==> config.mk <==
export PLATFORM = sky130hd
export DESIGN_NAME = bcs_lerp
export DESIGN_NICKNAME = d
export VERILOG_FILES = /design/src/bcs_pkg.sv /design/src/bcs_lerp.sv
export SDC_FILE = /design/constraint.sdc
export NUM_CORES = 2
export LEC_CHECK = 0
export BUFFER_PORTS_ARGS = -buffer_cell sky130_fd_sc_hd__clkbuf_2
export CAP_MARGIN = 20
export CORE_ASPECT_RATIO = 0.8
export CORE_UTILIZATION = 42
export CTS_CLUSTER_SIZE = 20
export DETAILED_ROUTE_END_ITERATION = 12
export HOLD_SLACK_MARGIN = 0.15
export PLACE_DENSITY = 0.6
export SYNTH_ARGS = -nofsm -noshare
export SYNTH_HDL_FRONTEND = slang
export SYNTH_SLANG_ARGS = --single-unit
export TNS_END_PERCENT = 30
==> constraint.sdc <==
create_clock -name clk -period 22.4 [get_ports clk]
set_input_delay 3.36 -clock clk [delete_from_list [all_inputs] [get_ports clk]]
set_output_delay 3.36 -clock clk [all_outputs]
set_load 0.01 [all_outputs]
==> src/bcs_pkg.sv <==
// ----------------------------------------------------------------------------
// bcs_pkg: Bezier curve sampler package
// Shared constants, sequencer state type and the sample parameter table.
// ----------------------------------------------------------------------------
package bcs_pkg;

    localparam int BCS_MAX_POINTS = 16;
    localparam int SAMPLE_COUNT   = 11;
    localparam int K_W            = $clog2(SAMPLE_COUNT);
    localparam int COORD_W        = 16;
    localparam int WORK_W         = 32;
    localparam int OUT_W          = 24;
    localparam int T_W            = 17;

    typedef enum logic [2:0] {
        ST_IDLE,
        ST_RD,
        ST_MUL,
        ST_WR,
        ST_FETCH,
        ST_EMIT
    } bcs_state_t;

    // t = k/10 in Q1.16, rounded to nearest; 65536 is t = 1.0
    function automatic logic [T_W-1:0] t_of_k(input logic [K_W-1:0] k);
        logic [T_W-1:0] t;
        case (k)
            4'd0:    t = 17'd0;
            4'd1:    t = 17'd6554;
            4'd2:    t = 17'd13107;
            4'd3:    t = 17'd19661;
            4'd4:    t = 17'd26214;
            4'd5:    t = 17'd32768;
            4'd6:    t = 17'd39322;
            4'd7:    t = 17'd45875;
            4'd8:    t = 17'd52429;
            4'd9:    t = 17'd58982;
            4'd10:   t = 17'd65536;
            default: t = 17'd0;
        endcase
        return t;
    endfunction

endpackage

==> src/bcs_lerp.sv <==
// ----------------------------------------------------------------------------
// bcs_lerp: shared Q16.16 linear interpolation unit
// Registers p and (q-p)*t; result is p + floor((q-p)*t / 2^16).
// ----------------------------------------------------------------------------
module bcs_lerp
    import bcs_pkg::*;
(
    input  logic              clk,
    input  logic              load,
    input  logic [WORK_W-1:0] p,
    input  logic [WORK_W-1:0] q,
    input  logic [T_W-1:0]    t,
    output logic [WORK_W-1:0] res
);

    localparam int DIFF_W = WORK_W + 1;
    localparam int PROD_W = DIFF_W + T_W + 1;

    logic signed [DIFF_W-1:0] diff;
    logic signed [T_W:0]      t_s;
    logic signed [PROD_W-1:0] prod_reg;
    logic [WORK_W-1:0]        p_reg;

    assign diff = $signed({1'b0, q}) - $signed({1'b0, p});
    assign t_s  = $signed({1'b0, t});

    always_ff @(posedge clk)
    begin
        if (load)
        begin
            prod_reg <= diff * t_s;
            p_reg    <= p;
        end
    end

    // arithmetic shift by 16; low word suffices, result stays in the hull
    assign res = p_reg + WORK_W'(prod_reg[WORK_W+15:16]);

endmodule

==> impl_metrics.py <==
metrics = {
    "floorplanning": {
        "core_area_um2": 58000,
        "die_area_um2": 59600,
        "die_h_um": 219,
        "num_rows": 79,
        "die_w_um": 273,
        "initial_core_util": 0.425,
        "ios": 115,
    },
    "detailed_routing": {
        "drtIter0Drc": 1119,
        "drcViolationCount": 0,
        "first_pass_iters": 5,
        "avgRoutedWirePerCell_um": 19.2,
        "num_vias": 18400,
        "postRouteAntennaNets": 0,
        "viasPerCell": 5.19,
        "drt_wl_total_um": 68200,
    },
    "min_path": {
        "whs_path_depth": 1,
        "min_path_type": "input pin to flip-flop",
    },
    "clock_tree": {
        "cts_hold_buf": 0,
        "clockBufferDepth": 2,
        "cts_tree": "yes",
        "clk_pin_slew_ns": 0.07,
        "h-tree-depth": 3,
        "post_cts_buffers": 0,
        "cts.sinks": 64,
        "cts_buffers": 9,
        "cts_resized": 0,
        "cts_root_buf": "clkbuf_16",
    },
    "placed_design": {
        "place.gp.congestion": 0.898,
        "place_ws_ns": 9.54,
        "hpwlAfterDp_um": 53400,
        "port_buffers": 114,
    },
    "worst_setup_path": {
        "cp_max_fo": 38,
        "cp_slowest_cell": "ha_1",
        "criticalPathCategory": "input pin to flip-flop",
        "cp.required_ns": 22.54,
        "start_kind": "input pin",
        "crit_path_end_kind": "flip-flop",
        "crit_arrival_ns": 12.62,
        "max_stage_delay_ns": 0.96,
        "cpMostUsedCell": "fa_1",
    },
    "global_routing": {
        "grt_pass1_wl_um": 111000,
        "grt_pass1_vias": 20000,
        "grt_max_degree": 51,
        "track_usage": 0.242,
        "antenna_found_initial": 1,
        "overflow": 0,
    },
    "timing": {
        "period_needed_ns": 12.48,
        "hold_viol_final": 0,
        "worst_slack_ns": 9.92,
        "setup-violations-final": 0,
        "drv_slew": 0,
        "final.setup.tns_ns": 0,
        "max_freq_ghz": 0.0801,
        "fin_crit_sh": 0.557,
        "holdWs_ns": 3.17,
        "grt_setup_unrepaired": "false",
        "worst_pin_slew_ns": 1.19,
        "maxSlewHeadroom": 0.209,
    },
    "outcome": {
        "status": "complete, no violations",
    },
    "synthesis": {
        "synth_cell_type_count": 79,
        "synth_cells": 2758,
        "yosys.area.top_type": "fa_1",
        "avgSynthCellArea_um2": 8.93,
        "synthTopCellsByArea": "fa_1, inv_1, ha_1, edfxtp_1, and2_1",
        "synth_ff_type": "edfxtp_1",
        "ys_seq_elements": 64,
        "synth_edf_count": 64,
        "yosys_warnings": 0,
        "seq_area_frac_synth": 0.0780,
        "async_reset_ff_frac": 0,
        "yosysTopAreaCellShare": 0.419,
        "syn-cell-area_um2": 24600,
        "synth_nets": 3530,
    },
    "cells_and_area": {
        "drive_gt1_frac": 0.0728,
        "n_antenna_cell": 0,
        "fin_util": 0.453,
        "syn2layout_area_growth_pct": 6.74,
        "num-nets-final": 3557,
        "layout_common_cells": "inv_1, fa_1, nand2_1, and2_1, ha_1",
        "final_common_cell": "inv_1",
    },
    "flow_run": {
        "cap_violations": 0,
    },
}
==> routing by layer <==
layer,share of wire,vias up,global-route usage
met5,0,-,0
met4,0.034,0,0.0884
met3,0.055,121,0.0329
met2,0.47,572,0.403
met1,0.44,9402,0.322
li1,-,8352,-
==> final timing paths <==
path                  start                endpoint
worst max-delay path  p[18]  prod_reg[44]$_DFFE_PP_
worst min-delay path  p[12]     p_reg[12]$_DFFE_PP_
==> cells in the mapped netlist, types with 20 or more instances <==
| cell | n |
|---|---|
| clkbuf_1 | 116 |
| nand2_1 | 338 |
| inv_1 | 678 |
| xnor2_1 | 74 |
| a21o_1 | 29 |
| and2_1 | 251 |
| o21a_1 | 20 |
| xor2_1 | 25 |
| nand2b_1 | 33 |
| fa_1 | 516 |
| o21ai_0 | 31 |
| ha_1 | 173 |
| nor2_1 | 45 |
| nor2b_1 | 35 |
| a21oi_1 | 67 |
| edfxtp_1 | 64 |
==> area by class of cell <==
type | count | area [um^2]
Fill cell | 5612 | 31700
Multi-Input combinational cell | 1888 | 19800
Inverter | 678 | 2540
Sequential cell | 64 | 1920
Tap cell | 769 | 962
Timing Repair Buffer | 144 | 810
Clock buffer | 10 | 229
Clock inverter | 4 | 47.5
==> through the flow <==
stage | area (um^2) | std cells
after floorplan | 24600 | 2758
after global placement | 26000 | 3541
after detailed placement | 26000 | 3542
after CTS | 26300 | 3556
after global routing | 26300 | 3557
final | 26300 | 3557
==> kinds of logic after synthesis <==
| group | Yosys count | share of synthesized area |
|---|---|---|
| AO/OA/AOI/OAI | 265 | 0.0763 |
| AND/OR/NAND/NOR | 816 | 0.171 |
| adder cells (fa/ha/maj) | 689 | 0.507 |
| flip-flops | 64 | 0.0780 |
| buffers and inverters | 806 | 0.124 |
| XOR/XNOR | 101 | 0.0365 |
| multiplexers | 17 | 0.00711 |
==> worst max-delay path: cells and delay by family <==
| family | cells | cell delay, ns |
|---|---|---|
| adder cells (fa/ha/maj) | 8 | 4.29 |
| AO/OA/AOI/OAI | 11 | 3.10 |
| AND/OR/NAND/NOR | 6 | 1.28 |
| buffers and inverters | 6 | 0.38 |
| XOR/XNOR | 1 | 0.13 |
Power is not shown: default switching activity piles up to over one toggle a cycle in this logic, so the estimate is an artifact.
